File: config.mk
export PLATFORM = sky130hd
export DESIGN_NAME = ascp_stage
export DESIGN_NICKNAME = d
export VERILOG_FILES = /design/src/ascp_pkg.sv /design/src/ascp_stage.sv
export SDC_FILE = /design/constraint.sdc
export NUM_CORES = 1
export LEC_CHECK = 0
export BUFFER_PORTS_ARGS = -buffer_cell sky130_fd_sc_hd__buf_2
export CAP_MARGIN = 15
export CORE_AREA = 2 2 252 254
export DETAILED_ROUTE_END_ITERATION = 12
export DIE_AREA = 0 0 254 256
export PLACE_DENSITY = 0.72
export SYNTH_ARGS = -nofsm -noshare
export SYNTH_HDL_FRONTEND = slang
export SYNTH_SLANG_ARGS = --single-unit
File: constraint.sdc
create_clock -name clk -period 5.8 [get_ports clk]
set_input_delay 1.16 -clock clk [delete_from_list [all_inputs] [get_ports clk]]
set_output_delay 1.16 -clock clk [all_outputs]
set_load 0.05 [all_outputs]
File: src/ascp_pkg.sv
`timescale 1ns / 1ps

package ascp_pkg;

  localparam int ROUNDS = 12;
  localparam int WORDS  = 5;
  localparam int LANE_W = 64;
  localparam int RCNT_W = 4;

  typedef logic [LANE_W-1:0] lane_t;
  typedef logic [WORDS-1:0][LANE_W-1:0] lanes_t;

  // One state word as it enters the block.
  typedef struct packed {
    lane_t               word_zero_in;
    lane_t               word_one_in;
    lane_t               word_two_in;
    lane_t               word_three_in;
    lane_t               word_four_in;
    logic [RCNT_W-1:0]   round_count;
  } in_word_t;

  // One permuted state word as it leaves the block.
  typedef struct packed {
    lane_t word_zero_out;
    lane_t word_one_out;
    lane_t word_two_out;
    lane_t word_three_out;
    lane_t word_four_out;
  } out_word_t;

  // State carried from one pipeline stage to the next.
  typedef struct packed {
    lanes_t            lanes;
    logic [RCNT_W-1:0] rounds;
  } stage_t;

  function automatic logic [7:0] round_const(input logic [RCNT_W-1:0] idx);
    logic [7:0] c;
    begin
      case (idx)
        4'd0:    c = 8'hf0;
        4'd1:    c = 8'he1;
        4'd2:    c = 8'hd2;
        4'd3:    c = 8'hc3;
        4'd4:    c = 8'hb4;
        4'd5:    c = 8'ha5;
        4'd6:    c = 8'h96;
        4'd7:    c = 8'h87;
        4'd8:    c = 8'h78;
        4'd9:    c = 8'h69;
        4'd10:   c = 8'h5a;
        4'd11:   c = 8'h4b;
        default: c = 8'h00;
      endcase
      return c;
    end
  endfunction

  function automatic lane_t rotr(input lane_t v, input int n);
    return (v >> n) | (v << (LANE_W - n));
  endfunction

  // Constant addition, bitsliced S-box and linear diffusion.
  function automatic lanes_t ascon_round(input lanes_t s, input logic [7:0] c);
    lane_t a0, a1, a2, a3, a4;
    lane_t n0, n1, n2, n3, n4;
    lanes_t r;
    begin
      a0 = s[0] ^ s[4];
      a4 = s[4] ^ s[3];
      a2 = s[2] ^ {{(LANE_W-8){1'b0}}, c} ^ s[1];
      a1 = s[1];
      a3 = s[3];
      n0 = ~a0 & a1;
      n1 = ~a1 & a2;
      n2 = ~a2 & a3;
      n3 = ~a3 & a4;
      n4 = ~a4 & a0;
      a0 = a0 ^ n1;
      a1 = a1 ^ n2;
      a2 = a2 ^ n3;
      a3 = a3 ^ n4;
      a4 = a4 ^ n0;
      a1 = a1 ^ a0;
      a0 = a0 ^ a4;
      a3 = a3 ^ a2;
      a2 = ~a2;
      r[0] = a0 ^ rotr(a0, 19) ^ rotr(a0, 28);
      r[1] = a1 ^ rotr(a1, 61) ^ rotr(a1, 39);
      r[2] = a2 ^ rotr(a2, 1)  ^ rotr(a2, 6);
      r[3] = a3 ^ rotr(a3, 10) ^ rotr(a3, 17);
      r[4] = a4 ^ rotr(a4, 7)  ^ rotr(a4, 41);
      return r;
    end
  endfunction

endpackage

File: src/ascp_stage.sv
`timescale 1ns / 1ps

module ascp_stage #(
  parameter int STAGE = 0
) (
  input  logic            clk,
  input  logic            rst,
  input  logic            advance,
  input  logic            prev_valid,
  input  ascp_pkg::stage_t prev_state,
  output logic            valid,
  output ascp_pkg::stage_t state
);
  import ascp_pkg::*;

  localparam logic [RCNT_W-1:0] FIRST_USE = RCNT_W'(ROUNDS - STAGE);
  localparam logic [RCNT_W-1:0] CONST_IDX = RCNT_W'(STAGE);

  stage_t state_next;

  // Apply this stage's round only when the word asks for enough rounds.
  always_comb begin
    state_next.rounds = prev_state.rounds;
    if (prev_state.rounds >= FIRST_USE) begin
      state_next.lanes = ascon_round(prev_state.lanes, round_const(CONST_IDX));
    end else begin
      state_next.lanes = prev_state.lanes;
    end
  end

  always_ff @(posedge clk) begin
    if (rst) begin
      valid <= 1'b0;
    end else if (advance) begin
      valid <= prev_valid;
    end
  end

  always_ff @(posedge clk) begin
    if (advance) begin
      state <= state_next;
    end
  end

endmodule

==> flow_summary.toml, run 1 <==
[timing]
fmaxAchievable_mhz = 302
setup_tns_ps = 0
worst_pin_slew_ps = 1280
slew-limit-headroom = 0.142
hold_viol_final = 0
setup_viol = 0
finClkSkew_ps = 0
min_period_ps = 3310
post-route-period-util = 0.570
maxSlewViolCount = 0
rsz0062_at_grt = "no"

[hold_path]
hp-start = "valid"
min_to = "valid"
whs_path_depth = 2
hold_path.class = "reg -> reg"

[setup_path]
crit_arrival_ps = 3730
crit_chain = "buf_2 -> inv_1 -> ha_1 -> xor2_1 -> xnor2_1 -> xnor3_1 -> o21ai_1"
r2r_start = "valid"
path_max_fanout = 5
critPathKind = "in -> reg"
r2r_slack_ps = 5210
max_stage_delay_ps = 1000
cpMaxStageDelayCell = "xnor2_1"
rr_worst_depth = 2
reg2reg_to = "valid"
start_kind = "primary input"
endpoint_kind = "flip-flop"
cpLargestDelayFamily = "XOR/XNOR gates"
critPathBufInv = 2
cp_data_required_time_ps = 6230

[cells_and_area]
final_area_um2 = 35400
layout.nets = 3665
syn2layout_area_growth_pct = 18.8
drive_gt1_frac = 0.295

[clocking]
clk_pin_slew_ps = 60
hold_buffers = 0
cts_tree = "built"
clock-sinks = 325
h-tree-depth = 2
post-cts-setup-buffers = 0
tritoncts.num_buffers = 40
cts-root-buf = "clkbuf_16"
post_cts_resized = 0
clock_latency_ps = 580
cts_max_path_buffers = 3

[run_status]
status = "complete, no violations"

[floorplanning]
die_area_um2 = 65000
core_region_area_um2 = 62400
num_io_pins = 653
rows = 92
initial_core_util = 0.477
die_w_um = 254
die_y_um = 256

[place]
port_buffers = 652
gp_congestion = 1.07
dpl-instance-area_um2 = 34000
dp_hpwl_um = 109000

[pwr]
peakVddDrop_mv = 0.206
p_per_area_nw_per_um2 = 389
p_leak_nw = 17.2

[synthesis]
synth_warnings = 0
syn-instance-count = 2571
syn_area_um2 = 29800
syn_area_per_cell_um2 = 11.6
synth_nets = 3027
ys_ff_latch = 325
synth-seq-area-share = 0.328
ys_types = 21

[route]
drcViolationCount = 0
wl_per_cell_um = 31.6
initialDrtViolationCount = 2697
drtAntennaViolNets = 0
drt-pass1-iter-count = 5
dr_total_vias = 23005
drt_wl_total_um = 130000
via_per_inst = 5.60

[global_routing]
grt_pass1_wl_um = 171000
grt.total_usage = 0.391
grt_pass1_vias = 21698
overflow = 0
antenna_found_initial = 21
grt_max_degree = 173

[run]
max-cap-violations = 0
-- final cells by class --
class                      instances  area [um2]
clock inverter                    22         241
inverter                         196         736
timing repair buffer             666        3450
fill                            5486       27000
clock buffer                      48        1050
multi-input combinational       1980       19000
antenna                           22        55.1
tap                              846        1060
sequential                       325        9750
-- cell usage in the layout, fill, tap and decap left out, drive strengths merged --
cell,netlist,final
buf,2,666
bufinv,0,5
clkbuf,68,48
clkinv,0,14
clkinvlp,0,2
dfxtp,1,1
diode,0,22
edfxtp,324,324
ha,128,128
inv,196,197
maj3,64,64
mux2,4,4
mux2i,3,3
nand2,507,507
nor2,1,1
o21ai,378,378
xnor2,448,448
xnor3,229,229
xor2,190,190
xor3,28,28
-- worst max-delay path by stage --
stage / start / endpoint / slack, ps / cells past startpoint
after floorplan: prev_state[80] / state[255] / 2850 / 6
after global placement: prev_state[210] / state[18] / 2050 / 7
after detailed placement: prev_state[127] / state[255] / 2100 / 7
after CTS: prev_state[210] / state[18] / 2670 / 7
after global routing: prev_state[213] / state[21] / 2500 / 7
final: prev_state[213] / state[21] / 2490 / 7
-- state kept, by name, summed over array words and instances (netlist names) --
signal,cells
state,324
valid,1
-- synthesized netlist by cell type --
cell type  count  area share
nand2_1      507       0.064
edfxtp_1     324        0.33
xnor2_1      303       0.089
o21ai_1      239       0.040
xnor3_1      229        0.17
inv_1        184       0.023
xnor2_2      145       0.079
xor2_1       142       0.042
o21ai_0      139       0.023
ha_1         128       0.054
clkbuf_1      68      0.0086
xor2_2        48       0.026
maj3_1        41       0.014
xor3_1        28       0.022
maj3_2        23      0.0087
inv_2         12      0.0015
mux2_2         4      0.0015
mux2i_1        3      0.0010
buf_1          2     0.00025
dfxtp_1        1     0.00067
nor2_1         1     0.00013
-- routing by layer --
metal	vias to the layer above	global-route usage	wire length, um
met5	-	0	52
met4	10	0.214	8640
met3	357	0.106	14300
met2	1524	0.618	59400
met1	11157	0.486	47400
li1	9957	-	-
-- worst reg2reg max path: cells and delay by family, from the launching register on --
family	cells	cell delay, ps
flip-flops	1	310
multiplexers	1	120
AND/OR/NAND/NOR	1	60
-- through the flow --
stage	power, mW	hold slack (ps)	instances	setup slack [ps]	util
after floorplan	8.13	733	2571	2850	-
after global placement	10.9	470	4013	2050	0.545
after detailed placement	10.9	497	4013	2100	0.545
after CTS	13.5	510	4083	2670	0.566
after global routing	13.9	573	4093	2500	0.566
final	13.7	508	4105	2490	0.567
-- report_power, final --
group / switching, mW / internal [mW]
combinational: 4.94 / 3.04
clock: 1.08 / 1.51
sequential: 0.145 / 3.02
-- logic make-up (layout without fill, tap and decap cells) --
family	count (synthesis)	count (layout)	synth area share
other	0	22	0
and+or+nand+nor	508	508	0.0641
AOI/OAI and AO/OA	378	378	0.0636
muxes	7	7	0.00252
xor gates and xnor gates	895	895	0.432
adders and majority gates	192	192	0.0763
buffers and inverters	266	932	0.0336
DFF	325	325	0.328
Power figures use the tool's default switching activity.
==> inputs of run 2 (changes only) <==
Settings changed: CORE_AREA 2 2 252 254 to 2 2 253 255, DIE_AREA 0 0 254 256 to 0 0 255 257, PLACE_DENSITY 0.72 to 0.71.
Clock period 5.8 ns to 3.3 ns, I/O delays scaled along.
==> flow_summary.toml, run 2 (synthesis results as in run 1) <==
[run_status]
status = "finished with violations"
violations = "design-rule violations"

[cells_and_area]
reg.largest.list = "state (324), valid (1)"
nFillCells = 5317
largest_register = "state"
layout.nets = 3858
final_core_util = 0.588
final_cell_mix = "buf_2, nand2_1, edfxtp_1, xnor2_1, o21ai_1"
multi_input_area_um2 = 19000
regArea_um2 = 9750
final_common_cell = "buf_2"
syn2layout_area_growth_pct = 24.1
drive_gt1_frac = 0.336
largest_register_ffs = 324

[setup_path]
reg2reg_to = "valid"
crit_arrival_ps = 2910
r2r_start = "valid"
crit_chain = "buf_2 -> inv_1 -> ha_1 -> xor2_1 -> xnor2_1 -> xnor3_1 -> mux2_2"
cp_data_required_time_ps = 3620
critPathKind = "in -> reg"
crit_end = "state[255]"
start_kind = "primary input"
rr_worst_depth = 2
worst-path-stages = 7
endpoint_kind = "flip-flop"
startpoint = "prev_state[80]"
critPathBufInv = 2
cpMaxStageDelayCell = "xnor2_1"
r2r_slack_ps = 2720
cpLargestDelayFamily = "XOR/XNOR gates"
max_stage_delay_ps = 770
path_max_fanout = 4

[global_routing]
grt_max_degree = 133
antenna_found_initial = 20
overflow = 0
grt.total_usage = 0.398
grt_pass1_wl_um = 176000
grt_pass1_vias = 22354

[pwr]
power_mw = 25.1
peakVddDrop_mv = 0.382
p_leak_nw = 18.2
p_per_area_nw_per_um2 = 679

[route]
wl_per_cell_um = 30.8
drt_wl_total_um = 132000
drt-pass1-iter-count = 10
drtAntennaViolNets = 0
drcViolationCount = 4
dr_total_vias = 23608
initialDrtViolationCount = 2689
via_per_inst = 5.51

[floorplanning]
core_region_area_um2 = 62700
die_y_um = 257
num_io_pins = 653
die_area_um2 = 65500
rows = 92
die_w_um = 255
initial_core_util = 0.474

[timing]
hold_viol_final = 0
hold_ws_ps = 244
fmaxAchievable_mhz = 386
rsz0062_at_grt = "no"
post-route-period-util = 0.785
slew-limit-headroom = 0.361
maxSlewViolCount = 0
worst_pin_slew_ps = 952
setup_tns_ps = 0
min_period_ps = 2590
finClkSkew_ps = 0
setup_viol = 0

[clocking]
clk_pin_slew_ps = 60
post_cts_resized = 0
clock_latency_ps = 570
cts-root-buf = "clkbuf_16"
h-tree-depth = 2
cts_max_path_buffers = 3
cts_tree = "built"
tritoncts.num_buffers = 39
clock-sinks = 325
hold_buffers = 0
post-cts-setup-buffers = 0

[place]
port_buffers = 652
dp_hpwl_um = 113000
gp_congestion = 1.08

[hold_path]
hold_path.class = "in -> reg"

[run]
max-cap-violations = 0
-- run 2: area by class of cell --
type                       count  share of cell area
sequential                   325               0.264
antenna                       13            0.000881
multi-input combinational   1980               0.515
inverter                     196              0.0199
tap                          846              0.0287
clock buffer                  46              0.0283
timing repair buffer         860               0.134
clock inverter                22             0.00871
-- run 2: per-layer routing --
layer | track usage | vias up | share of wire
li1 | - | 10310 | -
met1 | 0.518 | 11462 | 0.38
met2 | 0.621 | 1523 | 0.45
met3 | 0.0826 | 299 | 0.10
met4 | 0.214 | 14 | 0.064
met5 | 0 | - | 0.00066
-- run 2: power breakdown --
group	internal [mW]	leakage [nW]	switching, mW	total [mW]
sequential	5.31	3.17	0.264	5.57
clock	2.89	0.666	1.90	4.79
combinational	5.89	14.4	8.81	14.7
total	14.1	18.2	11.0	25.1
-- run 2: per-stage QoR --
| step | std cells | area (um2) | worst slack (ps) |
|---|---|---|---|
| after floorplan | 2571 | 29800 | 850 |
| after global placement | 4207 | 35500 | 297 |
| after detailed placement | 4207 | 35500 | 274 |
| after CTS | 4275 | 36900 | 873 |
| after global routing | 4284 | 36900 | 779 |
| final | 4288 | 36900 | 710 |
-- run 2: how the worst min path moves through the flow --
stage | startpoint | end | slack, ps | cells after the start
2_1_floorplan | rst | valid | 730 | 1
3_3_place_gp | valid | valid | 470 | 2
3_5_place_dp | valid | valid | 490 | 2
4_1_cts | rst | valid | 230 | 2
5_1_grt | rst | valid | 240 | 2
6_report | rst | valid | 240 | 2
-- run 2: worst reg2reg max path, stage by stage, from the launching register on --
cell     delay [ps]
dfxtp_1         300
mux2i_1         120
nor2_1           50
